--- src/hw/rtl/ksd_pkg.sv ---
`default_nettype none

package ksd_pkg;

  // Width of the internal timestamp arithmetic; differences wrap at this width.
  localparam int TIME_BITS = 32;
  localparam int WIN_BITS  = 32;
  localparam int CMP_BITS  = 64;

  localparam logic [WIN_BITS-1:0] WINDOW_RESET = WIN_BITS'(300);

  // Key codes as they arrive on the input.
  localparam logic [1:0] CODE_OTHER = 2'd0;
  localparam logic [1:0] CODE_UP    = 2'd1;
  localparam logic [1:0] CODE_DOWN  = 2'd2;

  // Action codes of a result item.
  localparam logic [1:0] ACT_NONE = 2'd0;
  localparam logic [1:0] ACT_OFF  = 2'd1;
  localparam logic [1:0] ACT_ON   = 2'd2;

  localparam logic [2:0] COUNT_MAX   = 3'd7;
  localparam logic [2:0] COUNT_GUARD = 3'd4;
  localparam logic [2:0] COUNT_ARM   = 3'd3;

  typedef enum logic [1:0] {
    EXP_NONE = 2'd0,
    EXP_UP   = 2'd1,
    EXP_DOWN = 2'd2
  } exp_key_t;

  typedef struct packed {
    logic                 is_key_event;
    logic [1:0]           key_code;
    logic                 pressed;
    logic [WIN_BITS-1:0]  now_ticks;
  } event_t;

  typedef struct packed {
    logic [1:0] action;
    logic       switch_level;
  } result_t;

  function automatic logic [2:0] count_inc(input logic [2:0] c);
    count_inc = (c == COUNT_MAX) ? COUNT_MAX : c + 3'd1;
  endfunction

endpackage

`default_nettype wire

--- src/hw/rtl/ksd_in_stage.sv ---
`default_nettype none

module ksd_in_stage (
  input  wire logic            clk,
  input  wire logic            rst,
  input  wire logic            in_valid,
  output logic                 in_stall,
  input  wire ksd_pkg::event_t in_item,
  input  wire logic            take,
  output logic                 full,
  output ksd_pkg::event_t      item
);
  import ksd_pkg::*;

  // The register empties only when the sequencer takes its item.
  assign in_stall = full & ~take;

  always_ff @(posedge clk) begin
    if (rst) begin
      full <= 1'b0;
    end else if (!in_stall) begin
      full <= in_valid;
    end
  end

  always_ff @(posedge clk) begin
    if (!in_stall && in_valid) begin
      item <= in_item;
    end
  end

endmodule

`default_nettype wire

--- src/hw/rtl/ksd_seq_fsm.sv ---
`default_nettype none

module ksd_seq_fsm (
  input  wire logic                          clk,
  input  wire logic                          rst,
  input  wire logic                          cfg_we,
  input  wire logic [ksd_pkg::WIN_BITS-1:0]  cfg_wdata,
  input  wire logic                          step,
  input  wire ksd_pkg::event_t               item,
  output ksd_pkg::result_t                   result
);
  import ksd_pkg::*;

  logic [WIN_BITS-1:0]  window_ticks;
  logic [2:0]           press_count, press_count_next;
  exp_key_t             expected_key, expected_key_next;
  logic [TIME_BITS-1:0] last_press_time, last_press_time_next;
  logic                 switch_on, switch_on_next;

  logic [TIME_BITS-1:0] now_t;
  logic [TIME_BITS-1:0] gap;
  logic [1:0]           action;

  assign now_t = TIME_BITS'(item.now_ticks);
  assign gap   = now_t - last_press_time;

  always_comb begin
    press_count_next     = press_count;
    expected_key_next    = expected_key;
    last_press_time_next = last_press_time;
    switch_on_next       = switch_on;
    action               = ACT_NONE;
    if (step && item.is_key_event && item.pressed) begin
      // A stale sequence restarts before the key is looked at.
      if (CMP_BITS'(gap) > CMP_BITS'(window_ticks)) begin
        press_count_next     = 3'd0;
        last_press_time_next = now_t;
        expected_key_next    = EXP_NONE;
      end
      case (expected_key_next)
        EXP_NONE: begin
          if (item.key_code == CODE_UP && press_count_next < COUNT_GUARD) begin
            press_count_next     = 3'd1;
            last_press_time_next = now_t;
            expected_key_next    = EXP_UP;
          end
        end
        EXP_UP: begin
          if (item.key_code == CODE_UP) begin
            if (switch_on) begin
              switch_on_next = 1'b0;
              action         = ACT_OFF;
            end
            press_count_next  = COUNT_GUARD;
            expected_key_next = EXP_NONE;
          end else if (item.key_code == CODE_DOWN && press_count_next == COUNT_ARM) begin
            if (!switch_on) begin
              switch_on_next = 1'b1;
              action         = ACT_ON;
            end
            press_count_next  = COUNT_GUARD;
            expected_key_next = EXP_NONE;
          end else begin
            press_count_next  = count_inc(press_count_next);
            expected_key_next = EXP_DOWN;
          end
          last_press_time_next = now_t;
        end
        EXP_DOWN: begin
          if (item.key_code == CODE_UP) begin
            press_count_next  = count_inc(press_count_next);
            expected_key_next = EXP_UP;
          end else begin
            press_count_next  = 3'd0;
            expected_key_next = EXP_NONE;
          end
          last_press_time_next = now_t;
        end
        default: begin
        end
      endcase
    end
    result.action       = action;
    result.switch_level = switch_on_next;
  end

  always_ff @(posedge clk) begin
    if (rst) begin
      window_ticks    <= WINDOW_RESET;
      press_count     <= 3'd0;
      expected_key    <= EXP_NONE;
      last_press_time <= '0;
      switch_on       <= 1'b0;
    end else begin
      if (cfg_we) begin
        window_ticks <= cfg_wdata;
      end
      press_count     <= press_count_next;
      expected_key    <= expected_key_next;
      last_press_time <= last_press_time_next;
      switch_on       <= switch_on_next;
    end
  end

endmodule

`default_nettype wire

--- src/hw/rtl/ksd_out_stage.sv ---
`default_nettype none

module ksd_out_stage (
  input  wire logic             clk,
  input  wire logic             rst,
  input  wire logic             load,
  input  wire ksd_pkg::result_t din,
  input  wire logic             out_stall,
  output logic                  ready,
  output logic                  out_valid,
  output ksd_pkg::result_t      dout
);
  import ksd_pkg::*;

  // Free when empty or when the held item leaves at this edge.
  assign ready = ~out_valid | ~out_stall;

  always_ff @(posedge clk) begin
    if (rst) begin
      out_valid <= 1'b0;
    end else if (ready) begin
      out_valid <= load;
    end
  end

  always_ff @(posedge clk) begin
    if (ready && load) begin
      dout <= din;
    end
  end

endmodule

`default_nettype wire

--- src/hw/rtl/key_sequence_toggle_detector_unit.sv ---
// Path: an accepted item waits in the input register; its result is then
// loaded into the result register, from which it leaves on the output side.
// Throughput: one item per cycle when not stalled, one state update per item.
// Reset (rst, synchronous, active high): both stages empty, press count zero,
// no expected key, last press time zero, switch off, window back to 300 ticks.
`default_nettype none

// The block watches key press items and drives an on/off switch from
// volume-key sequences. An input register holds each accepted item; once the
// result register is free the sequencer applies the timeout check and the
// sequence rules to it, updating its state and loading the result register at
// the same edge. Every item yields exactly one result item.
//
// Flow control is a plain two-register pipeline. The result register is free
// when it is empty or its item leaves at this edge. The input register passes
// its item on exactly when the result register is free, so the input side is
// stalled only while a full input register waits behind a stalled result.
// A new item therefore enters in every cycle when the downstream side keeps up.
//
// The window register is written directly through cfg_we and cfg_wdata.
module key_sequence_toggle_detector_unit (
  input  wire logic                          clk,
  input  wire logic                          rst,
  input  wire logic                          cfg_we,
  input  wire logic [ksd_pkg::WIN_BITS-1:0]  cfg_wdata,
  input  wire logic                          in_valid,
  output logic                               in_stall,
  input  wire logic                          is_key_event,
  input  wire logic [1:0]                    key_code,
  input  wire logic                          pressed,
  input  wire logic [ksd_pkg::WIN_BITS-1:0]  now_ticks,
  output logic                               out_valid,
  input  wire logic                          out_stall,
  output logic [1:0]                         action,
  output logic                               switch_level
);
  import ksd_pkg::*;

  event_t  in_item;
  event_t  held_item;
  logic    held_full;
  logic    out_ready;
  logic    step;
  result_t step_result;
  result_t out_result;

  assign in_item.is_key_event = is_key_event;
  assign in_item.key_code     = key_code;
  assign in_item.pressed      = pressed;
  assign in_item.now_ticks    = now_ticks;

  // An item is processed when it sits in the input register and the result
  // register can take its result.
  assign step = held_full & out_ready;

  ksd_in_stage u_in (
    .clk      (clk),
    .rst      (rst),
    .in_valid (in_valid),
    .in_stall (in_stall),
    .in_item  (in_item),
    .take     (out_ready),
    .full     (held_full),
    .item     (held_item)
  );

  ksd_seq_fsm u_seq (
    .clk       (clk),
    .rst       (rst),
    .cfg_we    (cfg_we),
    .cfg_wdata (cfg_wdata),
    .step      (step),
    .item      (held_item),
    .result    (step_result)
  );

  ksd_out_stage u_out (
    .clk       (clk),
    .rst       (rst),
    .load      (step),
    .din       (step_result),
    .out_stall (out_stall),
    .ready     (out_ready),
    .out_valid (out_valid),
    .dout      (out_result)
  );

  assign action       = out_result.action;
  assign switch_level = out_result.switch_level;

endmodule

`default_nettype wire

--- config.mk ---
export PLATFORM = sky130hd
export DESIGN_NAME = key_sequence_toggle_detector_unit
export DESIGN_NICKNAME = d
export VERILOG_FILES = /design/src/hw/rtl/ksd_pkg.sv /design/src/hw/rtl/ksd_in_stage.sv /design/src/hw/rtl/ksd_seq_fsm.sv /design/src/hw/rtl/ksd_out_stage.sv /design/src/hw/rtl/key_sequence_toggle_detector_unit.sv
export SDC_FILE = /design/constraint.sdc
export NUM_CORES = 1
export LEC_CHECK = 0
export BUFFER_PORTS_ARGS = -buffer_cell sky130_fd_sc_hd__buf_2
export CELL_PAD_IN_SITES_DETAIL_PLACEMENT = 1
export CELL_PAD_IN_SITES_GLOBAL_PLACEMENT = 1
export CORE_ASPECT_RATIO = 1.75
export CORE_UTILIZATION = 28
export DETAILED_ROUTE_END_ITERATION = 7
export GPL_ROUTABILITY_DRIVEN = 0
export PLACE_DENSITY = 0.52
export SYNTH_ARGS = -nofsm -noshare
export SYNTH_HDL_FRONTEND = slang
export SYNTH_HIERARCHICAL = 1
export SYNTH_SLANG_ARGS = --single-unit
--- constraint.sdc ---
create_clock -name clk -period 7.4 [get_ports clk]
set_clock_uncertainty 0.15 [all_clocks]
set_input_delay 1.11 -clock clk [delete_from_list [all_inputs] [get_ports clk]]
set_output_delay 1.11 -clock clk [all_outputs]
set_load 0.01 [all_outputs]
After elaboration in Yosys (flattened, before gate mapping) --
Index checks and enable logic that the tools add are counted. W data, S select, Z words.
Storage, ports and cells: register bits after elaboration 111
Operators by class: equality and inequality tests 6, multiplexer cells 26, $add $sub $neg 2, bitwise gates (word level) 6, $lt $le $gt $ge 2, reductions and logical operators 10
Operators with widths (number):
- $mux W32 | 2
- $pmux W32 S2 | 1
- $gt A32 B32 Y1 | 1
- $sub A32 B32 Y32 | 1
- $mux W3 | 7
- $mux W2 | 8
- $pmux W3 S3 | 1
- $logic_and A1 B1 Y1 | 6
- $mux W1 | 6
- $pmux W2 S3 | 1
- $eq A2 B1 Y1 const B | 2
- $eq A2 B2 Y1 const B | 2
- $add A3 B1 Y3 const B | 1
- $eq A3 B2 Y1 const B | 1
- $eq A3 B3 Y1 const B | 1
- $lt A3 B3 Y1 const B | 1
- $not A1 Y1 | 3
- $and A1 B1 Y1 | 2
- $logic_not A2 Y1 | 1
- $reduce_and A2 Y1 | 1
- $reduce_or A2 Y1 | 1
- $logic_not A1 Y1 | 1
- $or A1 B1 Y1 | 1

Logic depth before layout (Yosys ltp) --
Gate-level depths: netlist (run 1).
depth in word-level cells 12, gate-level depth with buffers 29, gate-level depth less buffers 27

Modules after synthesis --
Netlist (run 1), hierarchy kept.
Modules (own cells, without submodules):
- ksd_seq_fsm | instances 1, area an instance 5063.6 um2, cells each 601, sequential area each 1401.3 um2
- ksd_in_stage | instances 1, area an instance 1131.1 um2, cells each 40, sequential area each 1101.1 um2
- ksd_out_stage | instances 1, area an instance 128.9 um2, cells each 8, sequential area each 110.1 um2
- key_sequence_toggle_detector_unit | instances 1, area an instance 6.3 um2, cells each 1, sequential area each 0.0 um2

Worst setup path after synthesis (run 1) --
OpenSTA, ideal clock, no wires.
path type register to register, from reg, netlist name u_in/item[0], to reg u_seq.last_press_time[10], path slack 2.019 ns, arrival 5.114 ns, clock period less this slack 5.381 ns, setup time 0.117 ns, stages on the path, launching flop included 30, path through edfxtp_1 -> inv_1 -> ha_1 -> inv_1 -> fa_1 -> a211oi_2 -> o21ai_1 -> a31oi_1 -> a21oi_1 -> a211o_1 -> a31o_1 -> a31o_1 -> a21oi_2 -> xnor2_1 -> ha_1 -> nand4_1 -> nand4bb_1 -> o31ai_1 -> o22ai_1 -> a21oi_2 -> buf_4 -> and2_1 -> inv_1 -> ha_1 -> nor2_1 -> nand2_1 -> and3_1 -> buf_6 -> buf_6 -> a22o_1
Between the ends: word-level cells in the longest chain between the ends 8, elaborated cells on any way between the ends 15
RTL lines:
- $sub A32 B32 Y32 * | line ksd_seq_fsm.sv:25 | assign gap = now_t - last_press_time;
- $gt A32 B32 Y1 * | line ksd_seq_fsm.sv:35 | if (CMP_BITS'(gap) > CMP_BITS'(window_ticks)) begin
- $mux W3 | line ksd_seq_fsm.sv:35
- $mux W3 | line ksd_seq_fsm.sv:33 | if (step && item.is_key_event && item.pressed) begin
- $lt A3 B3 Y1 | line ksd_seq_fsm.sv:42 | if (item.key_code == CODE_UP && press_count_next < COUNT_GUARD) begin
- $logic_and A1 B1 Y1 | line ksd_seq_fsm.sv:42
- $mux W32 | line ksd_seq_fsm.sv:42
- $pmux W32 S2 * | line ksd_seq_fsm.sv:40 | case (expected_key_next)
- to (signal assigned) | line ksd_seq_fsm.sv:100 | last_press_time <= last_press_time_next;
- to (decl) | line ksd_seq_fsm.sv:17 | logic [TIME_BITS-1:0] last_press_time, last_press_time_next;
Mark *: on every way between the ends. The rest lies on a longest branch, timed or not. The select of a mux whose other input is x is not followed. A chain may end at the register's enable or synchronous reset.

Worst setup path in the final report (run 1) --
from reg, netlist name u_in/item[0], to reg u_seq.last_press_time[7]
Between the ends: word-level cells in the longest chain between the ends 8, elaborated cells on any way between the ends 15
RTL lines (line):
- $sub A32 B32 Y32 * | ksd_seq_fsm.sv:25
- $gt A32 B32 Y1 * | ksd_seq_fsm.sv:35
- $mux W3 | ksd_seq_fsm.sv:35
- $mux W3 | ksd_seq_fsm.sv:33
- $lt A3 B3 Y1 | ksd_seq_fsm.sv:42
- $logic_and A1 B1 Y1 | ksd_seq_fsm.sv:42
- $mux W32 | ksd_seq_fsm.sv:42
- $pmux W32 S2 * | ksd_seq_fsm.sv:40
Marks and branches as above.

==> results.toml, run 1 <==
[power]
vdd_ir_drop_max_uv = 106.1
power.leakage_uw = 0.003014
switchingPower_uw = 408.6
power.internal_uw = 1032
p_sw_frac = 0.2836
power_density_nw_per_um2 = 198.2
share_comb_of_total_power = 0.205
post-layout-total-power_uw = 1441
pwr-share-seq = 0.470
power.clock.fraction = 0.326

[synthesis]
synth_area_per_cell_sq_um = 9.738
yosys-mux-area-fraction = 0.04586
synth-xor-area-share = 0.03874
main_combinational_cell_family_by_area_after_synthesis = "compound AO/OA/AOI/OAI gates"
synthesis.nets = 791
synth_compound_gate_area_share = 0.1894
yosys-top-cells-count = "76 x sky130_fd_sc_hd__inv_1, 72 x sky130_fd_sc_hd__dfxtp_1, 67 x sky130_fd_sc_hd__ha_1"
syn-cell-area_sq_um = 6330
synth_largest_type_area_fraction = 0.2277
synth_enable_flop_cells = 39
synth.lib_cells_used.distinct = 59
synth-adder-area-share = 0.1356
post_synth_and_or_nand_nor_area_fraction = 0.1143
synthTopCellsByArea = "sky130_fd_sc_hd__dfxtp_1 23%, sky130_fd_sc_hd__edfxtp_1 19%, sky130_fd_sc_hd__ha_1 13%, sky130_fd_sc_hd__a22o_1 4.7%, sky130_fd_sc_hd__mux2i_1 4.6%"
synthDominantAreaCellType = "sky130_fd_sc_hd__dfxtp_1"
synth_top_flop_cell = "sky130_fd_sc_hd__dfxtp_1"
yosys.cell_count.top_type = "sky130_fd_sc_hd__inv_1"
share_of_synthesized_flip_flops_with_an_asynchronous_set_or_reset = 0
synth-seq-cells = 111
yosysWarnings = 6
synth_sequential_area_ratio = 0.4127
post_synth_inst_count = 650

[sta]
tightest_slew_ps = 1107
setup-violations-final = 0
final-hold-violation-count = 0
fin_crit_sh = 0.8718
rsz0062_at_grt = "no"
final.setup.tns_ps = 0
hold-worst-slack_ps = 323.1
timing.fmax_mhz = 155.0
setup_ws_final_ps = 949.0
finalCriticalPeriod_ps = 6451
max_slew_margin = 0.2622
timing.final.max_slew_violations = 0

[critical_path]
timing.critical_path.buf_inv = 3
largest_driver_fanout_on_the_critical_path = 32
slowest_cell_on_the_critical_path = "sky130_fd_sc_hd__nor2_4"
max_stage_delay_ps = 750
critical_path.startpoint_type = "flip-flop"
setup.worst_path.class = "reg -> reg"
worst_ep_arrival_time_ps = 6600
worst-path-stages = 26
cp.required_ps = 7550
crit-reg2reg-launch = "u_in/item[0]"
cp-startpoint = "u_in/item[0]"
critPathTopFamily = "compound AO/OA/AOI/OAI gates"
cp-end-kind = "flip-flop"
rr_worst_depth = 26

[global_routing]
gr-usage-all-layers = 0.1548
number_of_antenna_violations_at_the_first_check_in_global_routing = 0
first_pass_grt_wire_length_mm = 27.25
number_of_global_route_vias_before_repair = 5457
pin_count_of_the_biggest_net_entering_global_routing = 37
grt_overflow = 0

[min_path]
timing.hold.worst.class = "reg -> reg"
hold_depth = 1
hold_path_startpoint = "u_seq/last_press_time[27]"

[route]
ant_nets = 0
drt_iter0_drc = 114
wire_per_inst_um = 16.41
routed_wirelength_mm = 16.79
drc = 0
detail_route.vias_per_cell = 4.838
drt_first_pass_iters = 4
num_vias = 4949

[clocking]
clock_sinks = 111
ctsResizeCount = 0
cts-root-to-sink-buffers = 2
clock_latency_at_the_later_pin_of_the_worst_skew_pair_ps = 370
cts_tree = "done"
numCtsBuffers = 9
worst_setup_hold_path_clk_slew_ps = 70
h-tree-depth = 3
cts_hold_bufs = 0
cts.root.buffer_cell = "sky130_fd_sc_hd__clkbuf_16"
cts.repair_timing.setup_buffer_count = 0

[job]
cap_viol_max_count = 0

[floorplanning]
dieArea_sq_um = 23240
io_pins = 78
start_util = 0.2856
std_cell_rows = 72
die_w_um = 115.7
die_height_um = 200.9
core-area_sq_um = 22160

[cells_and_area]
multi_input_area_sq_um = 3323
final_net_count = 863
final_util = 0.3280
area_delta_synth_final_pct = 14.84
filler_cell_count = 2658
drive_above_1_share = 0.1417
area.sequential_sq_um = 2613
n_antenna_cell = 0

[placed_design]
placement.io_buffers = 77
pre_cts_slack_ps = 905.2
detailed_place_hpwl_mm = 12.81

[status]
status = "finished, final reports clean"
==> power by group through the flow <==
stage | clock (uW) | combinational [uW] | sequential [uW]
3_3_place_gp | 0 | 286 | 691
6_report | 469 | 295 | 677
2_1_floorplan | 0 | 210 | 685
5_1_grt | 513 | 337 | 681
3_5_place_dp | 0 | 300 | 691
4_1_cts | 494 | 303 | 678
==> cells by family after synthesis <==
logic type	Yosys count
mux	29
fa+ha+maj	68
simple gates	145
flops	111
compound gates	175
xor+xnor	28
buf+inv	94
==> routing by layer <==
| layer | vias to the layer above | global-route usage | wire length, um | part of all wire |
|---|---|---|---|---|
| met5 | - | 0 | 0 | 0 |
| met4 | 0 | 0.08150 | 620 | 0.037 |
| li1 | 2451 | - | - | - |
| met1 | 2383 | 0.1607 | 6724 | 0.40 |
| met2 | 83 | 0.2868 | 8969 | 0.53 |
| met3 | 32 | 0.02838 | 472 | 0.028 |
==> cell type report <==
type,instances,area share
tap,296,0.05095
sequential,111,0.3594
timing repair buffer,79,0.05508
inverter,76,0.03924
clock buffer,12,0.03528
clock inverter,4,0.002926
multi-input combinational,445,0.4571
==> sequential cells by signal, indices dropped and copies added (netlist names), 2 cells and up <==
name                   count
u_seq/last_press_time     32
u_in/item                 36
u_seq/window_ticks        32
u_out/dout                 3
u_seq/press_count          3
u_seq/expected_key         2
==> worst paths after layout <==
path                               endpoint  slack [ps]
setup / recovery   u_seq/last_press_time[7]         950
hold / removal    u_seq/last_press_time[27]         320
setup reg to reg   u_seq/last_press_time[7]         950
hold reg to reg   u_seq/last_press_time[27]         320
==> metrics by stage <==
step	std cells	cell area, sq um
after floorplan	650	6330
after global placement	1007	6992
after detailed placement	1007	6992
after CTS	1023	7269
after global routing	1023	7269
final	1023	7269
==> placed cells by master, fill, tap and decap left out, types with 4 or more instances in the layout <==
cell type	n
sky130_fd_sc_hd__a21o_1	18
sky130_fd_sc_hd__a21oi_1	50
sky130_fd_sc_hd__a22o_1	34
sky130_fd_sc_hd__a31oi_1	7
sky130_fd_sc_hd__and2_1	8
sky130_fd_sc_hd__and3_1	10
sky130_fd_sc_hd__and4_1	4
sky130_fd_sc_hd__buf_2	77
sky130_fd_sc_hd__clkbuf_16	9
sky130_fd_sc_hd__dfxtp_1	72
sky130_fd_sc_hd__edfxtp_1	39
sky130_fd_sc_hd__ha_1	67
sky130_fd_sc_hd__inv_1	76
sky130_fd_sc_hd__mux2i_1	29
sky130_fd_sc_hd__nand2_1	33
sky130_fd_sc_hd__nand2b_1	4
sky130_fd_sc_hd__nand4_1	7
sky130_fd_sc_hd__nor2_1	48
sky130_fd_sc_hd__nor2b_1	8
sky130_fd_sc_hd__nor3_1	8
sky130_fd_sc_hd__o211ai_1	9
sky130_fd_sc_hd__o21ai_0	21
sky130_fd_sc_hd__o21bai_1	4
sky130_fd_sc_hd__xnor2_1	17
sky130_fd_sc_hd__xor2_1	11
(Power assumes the default switching activity.)
==> run 2, diff against run 1 <==
--- a/config.mk
+++ b/config.mk
@@ -9,10 +9,11 @@
 export CELL_PAD_IN_SITES_DETAIL_PLACEMENT = 1
 export CELL_PAD_IN_SITES_GLOBAL_PLACEMENT = 1
 export CORE_ASPECT_RATIO = 1.75
-export CORE_UTILIZATION = 28
+export CORE_UTILIZATION = 40
 export DETAILED_ROUTE_END_ITERATION = 7
 export GPL_ROUTABILITY_DRIVEN = 0
-export PLACE_DENSITY = 0.52
+export GPL_TIMING_DRIVEN = 0
+export PLACE_DENSITY = 0.7
 export SYNTH_ARGS = -nofsm -noshare
 export SYNTH_HDL_FRONTEND = slang
 export SYNTH_HIERARCHICAL = 1
==> results.toml, run 2 (synthesis results as in run 1) <==
[route]
routed_wirelength_mm = 15.39
drt_iter0_drc = 77
drt_first_pass_iters = 4
wire_per_inst_um = 16.57
drc = 0
ant_nets = 0
detail_route.vias_per_cell = 5.352
num_vias = 4972

[critical_path]
worst_ep_arrival_time_ps = 6510
cp.required_ps = 7480
largest_driver_fanout_on_the_critical_path = 10
cp-end-kind = "flip-flop"
critical_path.startpoint_type = "flip-flop"
ff2ff_setup_slack_ps = 970
slowest_cell_on_the_critical_path = "sky130_fd_sc_hd__fa_1"
max_stage_delay_ps = 440
setup.worst_path.class = "reg -> reg"

[clocking]
cts.repair_timing.setup_buffer_count = 0
clock_sinks = 111
ctsResizeCount = 0
cts-root-to-sink-buffers = 2
clock_latency_at_the_later_pin_of_the_worst_skew_pair_ps = 350
cts.root.buffer_cell = "sky130_fd_sc_hd__clkbuf_16"
h-tree-depth = 3
cts_hold_bufs = 0
cts_tree = "done"
worst_setup_hold_path_clk_slew_ps = 70
numCtsBuffers = 9

[floorplanning]
die_w_um = 97.09
std_cell_rows = 60
core-area_sq_um = 15390
io_pins = 78
dieArea_sq_um = 16350
die_height_um = 168.4
start_util = 0.4113

[global_routing]
pin_count_of_the_biggest_net_entering_global_routing = 29
number_of_global_route_vias_before_repair = 5468
grt_overflow = 0
first_pass_grt_wire_length_mm = 25.71
number_of_antenna_violations_at_the_first_check_in_global_routing = 0
gr-usage-all-layers = 0.1964

[sta]
max_slew_margin = 0.4519
final.setup.tns_ps = 0
setup-violations-final = 0
final-hold-violation-count = 0
rsz0062_at_grt = "no"
timing.fmax_mhz = 155.5
fin_crit_sh = 0.8692
timing.final.max_slew_violations = 0
finalCriticalPeriod_ps = 6432
tightest_slew_ps = 822.2

[power]
post-layout-total-power_uw = 1473
vdd_ir_drop_max_uv = 142.5
power.leakage_uw = 0.003085
power_density_nw_per_um2 = 202.5

[job]
cap_viol_max_count = 0

[cells_and_area]
top_regs = "u_in/item (36), u_seq/last_press_time (32), u_seq/window_ticks (32)"
mostFrequentLayoutCells = "76 x sky130_fd_sc_hd__buf_2, 76 x sky130_fd_sc_hd__inv_1, 72 x sky130_fd_sc_hd__dfxtp_1"
drive_above_1_share = 0.1521
n_antenna_cell = 0
largest-register = "u_in/item"
filler_cell_count = 1775
area_delta_synth_final_pct = 14.94
max_reg_flops = 36
final_net_count = 879
postLayoutCellArea_sq_um = 7276

[min_path]
timing.hold.worst.class = "reg -> reg"

[status]
status = "finished, final reports clean"

[placed_design]
detailed_place_hpwl_mm = 12.27
placement.io_buffers = 76
dp_area_sq_um = 6970
## run 2: path summary, 6_finish.rpt
path | to | depth (start not counted) | start
max reg2reg | u_seq/last_press_time[20] | 29 | u_in/item[0]
min reg2reg | u_seq/last_press_time[13] | 1 | u_seq/last_press_time[13]
max | u_seq/last_press_time[20] | 29 | u_in/item[0]
min | u_seq/last_press_time[13] | 1 | u_seq/last_press_time[13]
## run 2: critical path, delay by kind of cell, from the launching register on
| family | cells | cell delay, ps |
|---|---|---|
| compound gates | 14 | 3010 |
| xor+xnor | 1 | 110 |
| fa+ha+maj | 4 | 1200 |
| buf+inv | 5 | 640 |
| flops | 1 | 390 |
| simple gates | 5 | 810 |
## run 2: stage by stage
| step | utilization | setup WS (ps) | cells | hold slack [ps] |
|---|---|---|---|---|
| floorplan | - | 2019 | 650 | 292.2 |
| global placement | 0.4511 | 1197 | 912 | 305.9 |
| detailed placement | 0.4529 | 1031 | 913 | 309.3 |
| CTS | 0.4728 | 951.6 | 929 | 331.6 |
| global route | 0.4728 | 521.2 | 929 | 348.0 |
| finish | 0.4728 | 967.7 | 929 | 325.5 |
## run 2: cell type report
type | instances | area [sq um] | share of cell area
Tap cell | 186 | 232.7 | 0.03199
Multi-Input combinational cell | 445 | 3323 | 0.4568
Timing Repair Buffer | 77 | 400.4 | 0.05503
Buffer | 18 | 116.4 | 0.01599
Sequential cell | 111 | 2613 | 0.3591
Inverter | 76 | 285.3 | 0.03921
Clock inverter | 6 | 66.31 | 0.009114
Clock buffer | 10 | 239.0 | 0.03285
## run 2: power by group
group          total [uW]  switching (uW)  leakage [uW]  internal (uW)
Sequential            675            15.3      0.000969            660
Combinational         295             163       0.00196            132
Clock                 502             228      0.000154            275
Total                1470             406       0.00309           1070
## run 2: layer usage
layer	global-route usage	share of wire
met1	0.2061	0.40
met2	0.3889	0.56
met3	0.02615	0.019
met4	0.07203	0.022
met5	0	0
==> run 3, diff against run 2 <==
--- a/config.mk
+++ b/config.mk
@@ -5,15 +5,14 @@
 export SDC_FILE = /design/constraint.sdc
 export NUM_CORES = 1
 export LEC_CHECK = 0
-export BUFFER_PORTS_ARGS = -buffer_cell sky130_fd_sc_hd__buf_2
 export CELL_PAD_IN_SITES_DETAIL_PLACEMENT = 1
 export CELL_PAD_IN_SITES_GLOBAL_PLACEMENT = 1
 export CORE_ASPECT_RATIO = 1.75
 export CORE_UTILIZATION = 40
 export DETAILED_ROUTE_END_ITERATION = 7
+export DONT_BUFFER_PORTS = 1
 export GPL_ROUTABILITY_DRIVEN = 0
-export GPL_TIMING_DRIVEN = 0
-export PLACE_DENSITY = 0.7
+export PLACE_DENSITY = 0.65
 export SYNTH_ARGS = -nofsm -noshare
 export SYNTH_HDL_FRONTEND = slang
 export SYNTH_HIERARCHICAL = 1
==> results.toml, run 3 (synthesis results as in run 1) <==
[critical_path]
cp-end-kind = "flip-flop"
rr_worst_depth = 26
largest_driver_fanout_on_the_critical_path = 32
worst_ep_arrival_time_ps = 6590
max_stage_delay_ps = 700
setup.worst_path.class = "reg -> reg"
worstReg2RegEnd = "u_seq/last_press_time[20]"
critical_path.startpoint_type = "flip-flop"
critPathTopFamily = "compound AO/OA/AOI/OAI gates"
ff2ff_setup_slack_ps = 950
crit-reg2reg-launch = "u_in/item[0]"
cp.required_ps = 7540
slowest_cell_on_the_critical_path = "sky130_fd_sc_hd__nor2_4"
timing.critical_path.buf_inv = 3

[cells_and_area]
max_reg_flops = 36
n_antenna_cell = 0
mostFrequentLayoutCells = "76 x sky130_fd_sc_hd__inv_1, 72 x sky130_fd_sc_hd__dfxtp_1, 67 x sky130_fd_sc_hd__ha_1"
layout_commonest_cell = "sky130_fd_sc_hd__inv_1"
filler_cell_count = 1748
top_regs = "u_in/item (36), u_seq/last_press_time (32), u_seq/window_ticks (32)"
drive_above_1_share = 0.04462
postLayoutCellArea_sq_um = 6785
area_delta_synth_final_pct = 7.195
final_net_count = 786
largest-register = "u_in/item"

[clocking]
cts.repair_timing.setup_buffer_count = 0
numCtsBuffers = 9
clock_sinks = 111
cts.root.buffer_cell = "sky130_fd_sc_hd__clkbuf_16"
ctsResizeCount = 0
cts_tree = "done"
cts-root-to-sink-buffers = 2
cts_hold_bufs = 0
clock_latency_at_the_later_pin_of_the_worst_skew_pair_ps = 360
h-tree-depth = 3
worst_setup_hold_path_clk_slew_ps = 80

[floorplanning]
core-area_sq_um = 15390
start_util = 0.4113
die_w_um = 97.09
std_cell_rows = 60
die_height_um = 168.4
io_pins = 78
dieArea_sq_um = 16350

[route]
drc = 0
ant_nets = 0
drt_iter0_drc = 89
drt_first_pass_iters = 4
routed_wirelength_mm = 15.21
detail_route.vias_per_cell = 5.580
num_vias = 4665
wire_per_inst_um = 18.19

[global_routing]
number_of_antenna_violations_at_the_first_check_in_global_routing = 0
grt_overflow = 0
gr-usage-all-layers = 0.1918
number_of_global_route_vias_before_repair = 5108
first_pass_grt_wire_length_mm = 25.03
pin_count_of_the_biggest_net_entering_global_routing = 37

[sta]
rsz0062_at_grt = "no"
hold-worst-slack_ps = 319.9
timing.final.max_slew_violations = 0
fin_crit_sh = 0.8719
timing.fmax_mhz = 155.0
tightest_slew_ps = 879.1
finalCriticalPeriod_ps = 6452
final.setup.tns_ps = 0
setup-violations-final = 0
max_slew_margin = 0.4125
final-hold-violation-count = 0

[placed_design]
detailed_place_hpwl_mm = 11.59
dp_area_sq_um = 6469
placement.io_buffers = 0

[power]
power.leakage_uw = 0.002723
power_density_nw_per_um2 = 214.9
post-layout-total-power_uw = 1458
vdd_ir_drop_max_uv = 123.6

[job]
cap_viol_max_count = 0

[status]
status = "finished, final reports clean"

[min_path]
timing.hold.worst.class = "reg -> reg"
worstHoldEndpoint = "u_seq/expected_key[1]"
hold_depth = 2
hold_path_startpoint = "u_seq/expected_key[1]"
==> run 3: cell count changes in the layout (fill, tap and decap cells not counted), sizes merged <==
cell      previous run  this run
inv                 79        77
clkbuf              17        11
buf                 88         2
clkinvlp             0         1
==> run 3: layout make-up <==
class	instances	area, sq um	area share
clock inverter	5	63.81	0.009404
sequential	111	2613	0.3850
tap	186	232.7	0.03430
timing repair buffer	2	15.01	0.002213
inverter	76	285.3	0.04204
multi-input combinational	445	3323	0.4898
clock buffer	11	252.7	0.03725
==> run 3: worst max path at each step <==
stage | start | end | slack [ps] | depth (start not counted)
2_1_floorplan | u_in/item[0] | u_seq/last_press_time[10] | 2020 | 29
3_3_place_gp | u_in/item[0] | u_seq/last_press_time[14] | 1210 | 26
3_5_place_dp | u_in/item[0] | u_seq/last_press_time[24] | 930 | 26
4_1_cts | u_in/item[0] | u_seq/last_press_time[20] | 880 | 26
5_1_grt | u_in/item[0] | u_seq/last_press_time[21] | 340 | 26
6_report | u_in/item[0] | u_seq/last_press_time[20] | 950 | 26
==> run 3: tightest hold or removal path: stages (launching register included) <==
cell                       delay (ps)
sky130_fd_sc_hd__dfxtp_1          320
sky130_fd_sc_hd__nand2b_1          60
sky130_fd_sc_hd__a21oi_1           50
==> run 3: per-layer routing <==
layer	share of wire	GRT usage	vias to the layer above
met5	0	0	-
met4	0.020	0.06230	0
met3	0.022	0.02325	19
met2	0.55	0.3757	64
met1	0.41	0.2095	2276
li1	-	-	2306
==> run 3: stage by stage <==
step	util	worst slack, ps	instances
finish	0.4409	948.2	836
global route	0.4409	341.7	836
CTS	0.4409	878.1	836
detailed placement	0.4203	932.4	820
global placement	0.4203	1209	820
floorplan	-	2019	650
==> run 3: report_power, final <==
group / switching (uW) / internal (uW)
Combinational: 149 / 113
Clock: 234 / 284
Sequential: 16.9 / 660
Total: 400 / 1060
